### src/hdl/pbfs_pkg.sv
package pbfs_pkg;

    // field widths of the stream payload
    localparam int IDX_W     = 12;
    localparam int CNT_W     = 6;
    localparam int VAL_W     = 32;
    localparam int MAX_FIELD = 32;
    localparam int S_DATA_W  = 56;
    localparam int M_DATA_W  = 32;

    // store geometry
    localparam int TOTAL_BITS_DEF = 4096;
    localparam int WORD_W         = 32;
    localparam int WIN_W          = 2 * WORD_W;
    localparam int SH_W           = 7;

    typedef enum logic {
        CMD_READ  = 1'b0,
        CMD_WRITE = 1'b1
    } t_cmd;

    typedef enum logic [1:0] {
        ST_CLEAR,
        ST_IDLE,
        ST_RMW
    } t_state;

    // controller to datapath
    typedef struct packed {
        logic clear_en;
        logic load;
        logic commit;
    } t_ctl_cmd;

    // datapath to controller
    typedef struct packed {
        logic clear_last;
        logic out_free;
    } t_ctl_sts;

    // ones in the low cnt bits of a window
    function automatic logic [WIN_W-1:0] low_mask(input logic [CNT_W-1:0] cnt);
        low_mask = (WIN_W'(1) << cnt) - WIN_W'(1);
    endfunction

endpackage

### src/hdl/pbfs_ram.sv
module pbfs_ram #(
    parameter int WIDTH = 32,
    parameter int DEPTH = 64
) (
    input  logic                                  i_clk,
    input  logic                                  i_we,
    input  logic                                  i_re,
    input  logic [(DEPTH > 1 ? $clog2(DEPTH) : 1)-1:0] i_addr,
    input  logic [WIDTH-1:0]                      i_wdata,
    output logic [WIDTH-1:0]                      o_rdata
);

    logic [WIDTH-1:0] r_mem [DEPTH];
    logic [WIDTH-1:0] r_rdata;

    // single port, registered read that holds between reads
    always_ff @(posedge i_clk) begin
        if (i_we) begin
            r_mem[i_addr] <= i_wdata;
        end
        if (i_re) begin
            r_rdata <= r_mem[i_addr];
        end
    end

    assign o_rdata = r_rdata;

endmodule

### src/hdl/pbfs_ctrl.sv
module pbfs_ctrl (
    input  logic              i_clk,
    input  logic              i_rst_n,
    input  logic              i_s_tvalid,
    output logic              o_s_tready,
    input  pbfs_pkg::t_ctl_sts i_sts,
    output pbfs_pkg::t_ctl_cmd o_cmd
);

    import pbfs_pkg::*;

    t_state r_state;
    t_state n_state;

    // state register
    always_ff @(posedge i_clk) begin
        if (!i_rst_n) begin
            r_state <= ST_CLEAR;
        end else begin
            r_state <= n_state;
        end
    end

    // next state and commands
    always_comb begin
        n_state      = r_state;
        o_s_tready   = 1'b0;
        o_cmd        = '0;
        case (r_state)
            ST_CLEAR: begin
                o_cmd.clear_en = 1'b1;
                if (i_sts.clear_last) begin
                    n_state = ST_IDLE;
                end
            end
            ST_IDLE: begin
                o_s_tready = 1'b1;
                o_cmd.load = i_s_tvalid;
                if (i_s_tvalid) begin
                    n_state = ST_RMW;
                end
            end
            ST_RMW: begin
                o_cmd.commit = i_sts.out_free;
                if (i_sts.out_free) begin
                    n_state = ST_IDLE;
                end
            end
            default: begin
                n_state = ST_CLEAR;
            end
        endcase
    end

endmodule

### src/hdl/pbfs_dpath.sv
module pbfs_dpath #(
    parameter int TOTAL_BITS = pbfs_pkg::TOTAL_BITS_DEF
) (
    input  logic                           i_clk,
    input  logic                           i_rst_n,
    input  pbfs_pkg::t_ctl_cmd             i_cmd,
    output pbfs_pkg::t_ctl_sts             o_sts,
    input  logic [pbfs_pkg::S_DATA_W-1:0]  i_s_tdata,
    input  logic                           i_s_tuser,
    output logic                           o_m_tvalid,
    input  logic                           i_m_tready,
    output logic [pbfs_pkg::M_DATA_W-1:0]  o_m_tdata,
    output logic                           o_m_tuser
);

    import pbfs_pkg::*;

    localparam int WORDS = (TOTAL_BITS + WORD_W - 1) / WORD_W;
    localparam int ROWS  = (WORDS + 1) / 2;
    localparam int ROW_W = ROWS > 1 ? $clog2(ROWS) : 1;
    localparam int WI_W  = IDX_W - 4;

    // input fields
    logic [IDX_W-1:0] in_idx;
    logic [CNT_W-1:0] in_cnt;
    logic [VAL_W-1:0] in_val;
    t_cmd             in_cmd;

    // field geometry of the incoming item
    logic [CNT_W-1:0] c_sat;
    logic [WI_W-1:0]  w_a;
    logic [WI_W-1:0]  w_b;
    logic [SH_W-1:0]  sh;
    logic [31:0]      base;
    logic [31:0]      diff;
    logic [SH_W-1:0]  rem;
    logic [WIN_W-1:0] fmask;
    logic [WIN_W-1:0] rmask;
    logic             over;

    // registered item
    t_cmd             r_cmd;
    logic             r_odd;
    logic             r_va;
    logic             r_vb;
    logic [ROW_W-1:0] r_row0;
    logic [ROW_W-1:0] r_row1;
    logic [SH_W-1:0]  r_sh;
    logic [WIN_W-1:0] r_mask;
    logic [WIN_W-1:0] r_wdata;
    logic             r_over;

    // clearing sweep and output register
    logic [ROW_W-1:0]    r_clr_row;
    logic                r_out_valid;
    logic [M_DATA_W-1:0] r_out_data;
    logic                r_out_over;

    // banks
    logic [ROW_W-1:0]  ram_addr0;
    logic [ROW_W-1:0]  ram_addr1;
    logic              ram_we0;
    logic              ram_we1;
    logic [WORD_W-1:0] ram_wd0;
    logic [WORD_W-1:0] ram_wd1;
    logic [WORD_W-1:0] ram_q0;
    logic [WORD_W-1:0] ram_q1;
    logic [WIN_W-1:0]  win;
    logic [WIN_W-1:0]  win_new;
    logic [M_DATA_W-1:0] rd_field;

    // unpack the input item
    assign in_idx = i_s_tdata[IDX_W-1:0];
    assign in_cnt = i_s_tdata[IDX_W +: CNT_W];
    assign in_val = i_s_tdata[IDX_W+CNT_W +: VAL_W];
    assign in_cmd = t_cmd'(i_s_tuser);

    // field placement in the two-word window
    always_comb begin
        c_sat = (in_cnt > CNT_W'(MAX_FIELD)) ? CNT_W'(MAX_FIELD) : in_cnt;
        w_a   = {1'b0, in_idx[IDX_W-1:5]};
        w_b   = w_a + WI_W'(1);
        sh    = SH_W'(WIN_W) - SH_W'(in_idx[4:0]) - SH_W'(c_sat);
        base  = 32'({in_idx[IDX_W-1:5], 5'b0});
        diff  = 32'(TOTAL_BITS) - base;
        if (base >= 32'(TOTAL_BITS)) begin
            rem = '0;
        end else if (diff >= 32'(WIN_W)) begin
            rem = SH_W'(WIN_W);
        end else begin
            rem = SH_W'(diff);
        end
        rmask = ~({WIN_W{1'b1}} >> rem);
        fmask = (low_mask(c_sat) << sh) & rmask;
        over  = (c_sat != '0) && ((32'(in_idx) + 32'(c_sat)) > 32'(TOTAL_BITS));
    end

    // capture the item at acceptance
    always_ff @(posedge i_clk) begin
        if (i_cmd.load) begin
            r_cmd   <= in_cmd;
            r_odd   <= w_a[0];
            r_va    <= 32'(w_a) < 32'(WORDS);
            r_vb    <= 32'(w_b) < 32'(WORDS);
            r_row0  <= ROW_W'(w_b[WI_W-1:1]);
            r_row1  <= ROW_W'(w_a[WI_W-1:1]);
            r_sh    <= sh;
            r_mask  <= fmask;
            r_wdata <= (WIN_W'(in_val) & low_mask(c_sat)) << sh;
            r_over  <= over;
        end
    end

    // clearing sweep row counter
    always_ff @(posedge i_clk) begin
        if (!i_rst_n) begin
            r_clr_row <= '0;
        end else if (i_cmd.clear_en) begin
            r_clr_row <= r_clr_row + ROW_W'(1);
        end
    end

    assign o_sts.clear_last = (r_clr_row == ROW_W'(ROWS - 1));
    assign o_sts.out_free   = !r_out_valid || i_m_tready;

    // window from the two banks, first word on top
    assign win     = r_odd ? {ram_q1, ram_q0} : {ram_q0, ram_q1};
    assign win_new = (win & ~r_mask) | (r_wdata & r_mask);
    assign rd_field = M_DATA_W'((win & r_mask) >> r_sh);

    // bank addresses and writes
    always_comb begin
        if (i_cmd.clear_en) begin
            ram_addr0 = r_clr_row;
            ram_addr1 = r_clr_row;
        end else if (i_cmd.load) begin
            ram_addr0 = ROW_W'(w_b[WI_W-1:1]);
            ram_addr1 = ROW_W'(w_a[WI_W-1:1]);
        end else begin
            ram_addr0 = r_row0;
            ram_addr1 = r_row1;
        end
        if (i_cmd.clear_en) begin
            ram_we0 = 1'b1;
            ram_we1 = 1'b1;
            ram_wd0 = '0;
            ram_wd1 = '0;
        end else begin
            ram_we0 = i_cmd.commit && (r_cmd == CMD_WRITE) && (r_odd ? r_vb : r_va);
            ram_we1 = i_cmd.commit && (r_cmd == CMD_WRITE) && (r_odd ? r_va : r_vb);
            ram_wd0 = r_odd ? win_new[WORD_W-1:0] : win_new[WIN_W-1:WORD_W];
            ram_wd1 = r_odd ? win_new[WIN_W-1:WORD_W] : win_new[WORD_W-1:0];
        end
    end

    pbfs_ram #(
        .WIDTH (WORD_W),
        .DEPTH (ROWS)
    ) u_bank0 (
        .i_clk   (i_clk),
        .i_we    (ram_we0),
        .i_re    (i_cmd.load),
        .i_addr  (ram_addr0),
        .i_wdata (ram_wd0),
        .o_rdata (ram_q0)
    );

    pbfs_ram #(
        .WIDTH (WORD_W),
        .DEPTH (ROWS)
    ) u_bank1 (
        .i_clk   (i_clk),
        .i_we    (ram_we1),
        .i_re    (i_cmd.load),
        .i_addr  (ram_addr1),
        .i_wdata (ram_wd1),
        .o_rdata (ram_q1)
    );

    // output valid
    always_ff @(posedge i_clk) begin
        if (!i_rst_n) begin
            r_out_valid <= 1'b0;
        end else if (i_cmd.commit) begin
            r_out_valid <= 1'b1;
        end else if (i_m_tready) begin
            r_out_valid <= 1'b0;
        end
    end

    // output payload
    always_ff @(posedge i_clk) begin
        if (i_cmd.commit) begin
            r_out_data <= (r_cmd == CMD_WRITE) ? '0 : rd_field;
            r_out_over <= r_over;
        end
    end

    assign o_m_tvalid = r_out_valid;
    assign o_m_tdata  = r_out_data;
    assign o_m_tuser  = r_out_over;

    // a result never overwrites one still waiting
    a_commit_free: assert property (@(posedge i_clk) disable iff (!i_rst_n)
        i_cmd.commit |-> (!r_out_valid || i_m_tready))
        else $error("result overwritten before taken");

    // every commit shows a result next cycle
    a_commit_out: assert property (@(posedge i_clk) disable iff (!i_rst_n)
        i_cmd.commit |=> r_out_valid)
        else $error("commit lost its result");

    // sweep never overlaps item traffic
    a_clear_excl: assert property (@(posedge i_clk) disable iff (!i_rst_n)
        i_cmd.clear_en |-> (!i_cmd.load && !i_cmd.commit))
        else $error("item traffic during clearing sweep");

    // an empty field never reports overrun
    a_zero_cnt: assert property (@(posedge i_clk) disable iff (!i_rst_n)
        (i_cmd.load && c_sat == '0) |=> (!r_over && r_mask == '0))
        else $error("empty field flagged or masked");

endmodule

### src/hdl/packed_bit_field_store.sv
// result: valid once the read-modify-write state has committed it; the read is made at
//   acceptance and the result register is loaded at commit, which waits for a free output
// items: a new item is not accepted until the previous one has been committed, as the
//   32-bit store banks are read at acceptance and written back at commit
// reset: synchronous, active low; a clearing pass over all ceil(ceil(TOTAL_BITS/32)/2)
//   rows (64 at 4096 bits) zeroes the banks, with o_s_tready low throughout
module packed_bit_field_store #(
    parameter int TOTAL_BITS = pbfs_pkg::TOTAL_BITS_DEF
) (
    input  logic                          i_clk,
    input  logic                          i_rst_n,
    input  logic                          i_s_tvalid,
    output logic                          o_s_tready,
    input  logic [pbfs_pkg::S_DATA_W-1:0] i_s_tdata,  // bit_index, bit_count, write_value, zero pad
    input  logic                          i_s_tuser,  // cmd
    output logic                          o_m_tvalid,
    input  logic                          i_m_tready,
    output logic [pbfs_pkg::M_DATA_W-1:0] o_m_tdata,  // read_data
    output logic                          o_m_tuser   // overrun
);

    import pbfs_pkg::*;

    t_ctl_cmd ctl_cmd;
    t_ctl_sts ctl_sts;

    // sequencer
    pbfs_ctrl u_ctrl (
        .i_clk      (i_clk),
        .i_rst_n    (i_rst_n),
        .i_s_tvalid (i_s_tvalid),
        .o_s_tready (o_s_tready),
        .i_sts      (ctl_sts),
        .o_cmd      (ctl_cmd)
    );

    // store banks, field alignment and output register
    pbfs_dpath #(
        .TOTAL_BITS (TOTAL_BITS)
    ) u_dpath (
        .i_clk      (i_clk),
        .i_rst_n    (i_rst_n),
        .i_cmd      (ctl_cmd),
        .o_sts      (ctl_sts),
        .i_s_tdata  (i_s_tdata),
        .i_s_tuser  (i_s_tuser),
        .o_m_tvalid (o_m_tvalid),
        .i_m_tready (i_m_tready),
        .o_m_tdata  (o_m_tdata),
        .o_m_tuser  (o_m_tuser)
    );

endmodule
### config.mk
export PLATFORM = sky130hd
export DESIGN_NAME = packed_bit_field_store
export DESIGN_NICKNAME = d
export VERILOG_FILES = /design/src/hdl/pbfs_pkg.sv /design/src/hdl/pbfs_ram.sv /design/src/hdl/pbfs_ctrl.sv /design/src/hdl/pbfs_dpath.sv /design/src/hdl/packed_bit_field_store.sv
export SDC_FILE = /design/constraint.sdc
export NUM_CORES = 2
export LEC_CHECK = 0
export BUFFER_PORTS_ARGS = -buffer_cell sky130_fd_sc_hd__buf_4
export CAP_MARGIN = 20
export CELL_PAD_IN_SITES_DETAIL_PLACEMENT = 1
export CELL_PAD_IN_SITES_GLOBAL_PLACEMENT = 2
export CORE_MARGIN = 2
export CORE_UTILIZATION = 33
export DETAILED_ROUTE_END_ITERATION = 7
export PLACE_DENSITY_LB_ADDON = 0.3
export SLEW_MARGIN = 20
export SYNTH_ARGS = -nofsm -noshare
export SYNTH_HDL_FRONTEND = slang
export SYNTH_HIERARCHICAL = 1
export SYNTH_SLANG_ARGS = --single-unit
### constraint.sdc
create_clock -name i_clk -period 18.4 [get_ports i_clk]
set_input_delay 0 -clock i_clk [delete_from_list [all_inputs] [get_ports i_clk]]
set_output_delay 0 -clock i_clk [all_outputs]
set_load 0.01 [all_outputs]
# == Yosys cells after proc, flatten, opt, wreduce, memory -nomap -nowiden ==
# Memories as Yosys holds them, arrays and structs flattened. A register that Yosys moved wholly into a read port is not among the register bits.
# Cells that the tools add are included.
# totals
ff_bits,194
memories,2
mem_bits_ro,0
output_inout_bits,35
ram_bits,4096
latch_bits,0
wordCells,87
in_bits,61
# classes
bitwise,8
n_mul,0
n_lt_le_gt_ge,5
div,0
add_sub_neg,7
n_eq_ne,6
shifts,5
reduce_logical,10
n_mux,29
# mem_list
memory,depth,width,rd,rd_ports_with_merged_regs,wr,line,rtl
u_dpath.u_bank0.r_mem,64,32,1,1,1,pbfs_ram.sv:13,logic [WIDTH-1:0] r_mem [DEPTH];
u_dpath.u_bank1.r_mem,64,32,1,1,1,pbfs_ram.sv:13,
# op_table
operator,n
$and A64 B64 Y64,4
$mux W32,4
$not A64 Y64,2
$shl A64 B7 Y64,2
$and A32 B64 Y64,1
$mux W64,1
$or A64 B64 Y64,1
$shl A1 B6 Y64 const A,1
$shr A64 B7 Y32,1
$shr A64 B7 Y64 const A,1
$sub A64 B2 Y64 const B,1
$ge A32 B7 Y1 const B,1
$gt A32 B13 Y1 const B,1
$mux W6,5
$mux W1,14
$sub A13 B12 Y14 const A,1
$add A12 B6 Y13,1
$add A7 B1 Y8 const B,1
$lt A7 B8 Y1 const B,1
$lt A8 B8 Y1 const B,1
$mux W7,1
$sub A7 B5 Y7 const A,1
$sub A7 B6 Y7,1
$add A6 B1 Y6 const B,1
15 further kinds,21

# == Logic depth before layout (Yosys ltp) ==
# logic_depth
depth_word,8
mapped_depth,20
ltp_nobuf,15

# == By module ==
# The synthesis kept the hierarchy.
# by_module_without_submodules
mod,cells_per_inst,area_each_um2,seq_area_each_um2,instances
pbfs_ram,4239,79248.5,62459.9,2
pbfs_dpath,2326,20410.8,5545.3,1
pbfs_ctrl,13,106.4,40.0,1

# == Worst setup path after synthesis ==
# Ideal clock, no wire load.
# synth_path
kind,reg-to-reg
start,register u_ctrl.r_state[0]
end,memory u_dpath.u_bank0.r_mem[11][0] (enable)
arrival_ns,12.957
path_stages_with_launch,16
setup_slack_ns,5.022
n_path_buf,8
period_less_slack_ns,13.378
cell_sequence,dfxtp_1 -> nand2_1 -> nor2_1 -> clkbuf_1 -> buf_1 -> a21oi_1 -> mux2_2 -> buf_2 -> buf_2 -> buf_2 -> buf_2 -> buf_2 -> buf_2 -> nor2b_1 -> nand2_1 -> nor2_1
# synth_rtl
item,line,rtl
start: declaration,pbfs_ctrl.sv:12,t_state r_state;
start signal: assignment,pbfs_ctrl.sv:20,r_state <= n_state;
end: declaration,pbfs_ram.sv:13,

==> impl_metrics.ini <==
[run_status]
status = finished clean

[sta]
skew_ns = 0.146
fmax_ghz = 0.131
tightest_slew_ns = 1.32
layout_min_cycle_time_ns = 7.63
finalHoldViolCount = 0
rsz0062_at_grt = no
period_share_pct = 41.5
drv_slew = 0
setup_ws_ns = 10.77
final-setup-viol-count = 0
slew_headroom_pct = 11.0
fin_tns_setup_ns = 0

[final_layout]
layout-drive-gt1-share_pct = 18.6
finalNonFillerCells = 18700
finalNetCount = 11100
syn_to_final_growth_pct = 15.1
final_util_pct = 38.1

[logic_synthesis]
synth_cells = 10800
synth_most_common_cell = edfxtp_1
avgSynthCellArea_um2 = 16.5
synthesis.area_mm2 = 0.179
synth_area_leaders = edfxtp_1, mux2i_1, mux4_2
synth_commonest_cells = edfxtp_1, mux2i_1, nor2_1
synth_enable_flop_cells = 4332
seq_area_frac_synth_pct = 72.9
synth_top_cell_by_area = edfxtp_1
async_reset_ff_share_pct = 0
yosysWarnings = 6
synthFlopType = edfxtp_1
syn-num-nets = 10900
ys_seq_elements = 4353
synth_cell_type_count = 100
netlist.area_leader.share_pct = 72.7

[pwr]
pwr-share-comb_pct = 9.0
leakagePower_uw = 0.0626
fin_total_pwr_uw = 22000
p_switching_uw = 5410
pwr_density_cell_mw_per_mm2 = 107
intPower_uw = 16600
clock_power_share_pct = 41.8
seqPwrFrac_pct = 49.2
switching_share_pct = 24.6
vdd_drop_max_mv = 0.0874

[clock_tree]
clock_sinks = 4353
cts.htree.levels = 5
clk_latency_ns = 1.08
clkSlewWorstSetupHoldPaths_ns = 0.05
numCtsBuffers = 457
ctsResizeCount = 0
root_buffer = clkbuf_16
clock_path_buffers = 4
tritoncts = yes

[die]
dieHeight_um = 741
coreArea_mm2 = 0.541
die_w_um = 741
fp-row-count = 270
dieArea_mm2 = 0.548
ios = 96
initial_core_util_pct = 33.1

[hold_path]
whs_path_depth = 4
holdCritPathClass = input port to flop

[job]
cap_violations = 0

[worst_setup_path]
cp-endpoint = u_dpath/u_bank0/o_rdata[31]
required_ns = 19.05
critPathLaunchType = flop
path_class = flop to flop
cp_data_arrival_time_ns = 8.29
crit-reg2reg-launch = u_ctrl/r_state[0]
r2r-end = u_dpath/u_bank0/o_rdata[31]
worstPathMaxFanout = 93
reg2reg_setup_slack_ns = 10.77
r2r_cells = 16
worst_setup_path_end_kind = flop
setup.worst_path.start = u_ctrl/r_state[0]

[route]
drt-initial-drc-count = 12600
vias_per_cell = 5.80
vias = 109000
routed_wl_um = 628000
wl_per_cell_um = 33.6
drc = 0
drt.antenna.violating_nets = 0
firstDrtPassIters = 8

[grt]
grt_pass1_wl_um = 872000
grt_max_degree = 163
gr-total-overflow = 0
track_usage_pct = 22.1
grt_pass1_vias = 108000
antenna_found_initial = 76

[place]
globalplace.congestion = 0.868
dp_slack_ns = 10.90
io_buffer_count = 89
dp_hpwl_um = 378000
placed_cells = 17700
[stage by stage]
step,hold slack [ns],instance area (um2)
floorplan,0.0989,179000
global placement,0.194,191000
detailed placement,0.194,191000
CTS,0.000714,206000
global route,0.0686,206000
finish,0.0810,206000
[flip-flops by register name, summed over array words and instances, names as in the netlist, 2 cells and up]
register	cells
u_ctrl/r_state	2
u_dpath/u_bank0/r_mem	2048
u_dpath/r_row0	6
u_dpath/r_row1	6
u_dpath/r_sh	7
u_dpath/o_m_tdata	32
u_dpath/u_bank1/r_mem	2048
u_dpath/u_bank0/o_rdata	32
u_dpath/r_mask	64
u_dpath/r_clr_row	6
u_dpath/u_bank1/o_rdata	32
u_dpath/r_wdata	64
[power groups by stage]
stage | registers (uW) | logic [uW] | clock network, uW
after floorplan | 11000 | 1130 | 0
after global placement | 11000 | 1910 | 0
after detailed placement | 11000 | 1920 | 0
after CTS | 10800 | 1940 | 9370
after global routing | 10800 | 2050 | 9720
final | 10800 | 1970 | 9210
[repair_timing]
action                                 4_1_cts  5_1_grt
endpoints found under the hold margin      101        0
hold buffers                                35        0
setup buffers                                0        0
[worst min-delay path by stage]
stage                             start                  end  slack (ns)
final                      i_s_tdata[9]    u_dpath/r_row0[3]        0.08
after detailed placement      i_s_tuser        u_dpath/r_cmd        0.19
after global routing      i_s_tdata[24]  u_dpath/r_wdata[13]        0.07
after floorplan               i_s_tuser        u_dpath/r_cmd         0.1
after CTS                  i_s_tdata[9]    u_dpath/r_row0[3]      0.0007
after global placement        i_s_tuser        u_dpath/r_cmd        0.19
[placed cells by master (no fill, tap or decap), drive strengths merged, types with 186 or more instances in the layout]
cell    Yosys  routed
mux2      404     404
edfxtp   4332    4332
buf       339     492
and3      186     186
o22ai     243     243
nand2     277     277
a21oi     378     378
nor2      486     486
a22oi     390     390
a221oi    366     366
clkinv      3     218
mux2i     711     711
o21ai     289     289
mux4      253     253
clkbuf    466     541
[critical path, stage by stage, from the launching register on]
cell and delay [ns]:
dfxtp_1 0.47, nand2_1 0.17, nor2_4 0.12, buf_4 0.68
mux2_2 0.31, nor2_1 0.07, nor2_4 0.12, buf_4 0.40
buf_12 0.48, buf_4 0.69, nor2b_4 0.45, buf_4 0.80
a22o_1 0.26, nor3_1 0.05, nor4b_1 0.79, o21ai_0 0.38
nand4bb_1 0.58
[layer usage]
layer / GRT usage, % / wire length [um] / vias to the layer above
met4: 7.69 / 23200 / 20
met3: 3.16 / 44600 / 812
met5: 0 / 144 / -
met2: 34.7 / 288000 / 4366
met1: 31.4 / 273000 / 58400
li1: - / - / 44900
[cells by family after synthesis]
group	count (synthesis)	share of synthesized area (%)
muxes	1368	9.70
DFF	4353	72.9
buffers and inverters	848	2.04
adders and majority gates	23	0.169
and+or+nand+nor	1566	4.40
AOI/OAI and AO/OA	2642	10.7
xor gates and xnor gates	17	0.0874
[area by class of cell]
cell class	instances	area, um2
fill	53700	334000
sequential	4353	131000
multi-input combinational	5616	47000
clock buffer	541	11800
tap	7208	9020
timing repair buffer	527	4190
clock inverter	303	3040
antenna	118	295
inverter	43	178
(Power assumes the default switching activity.)
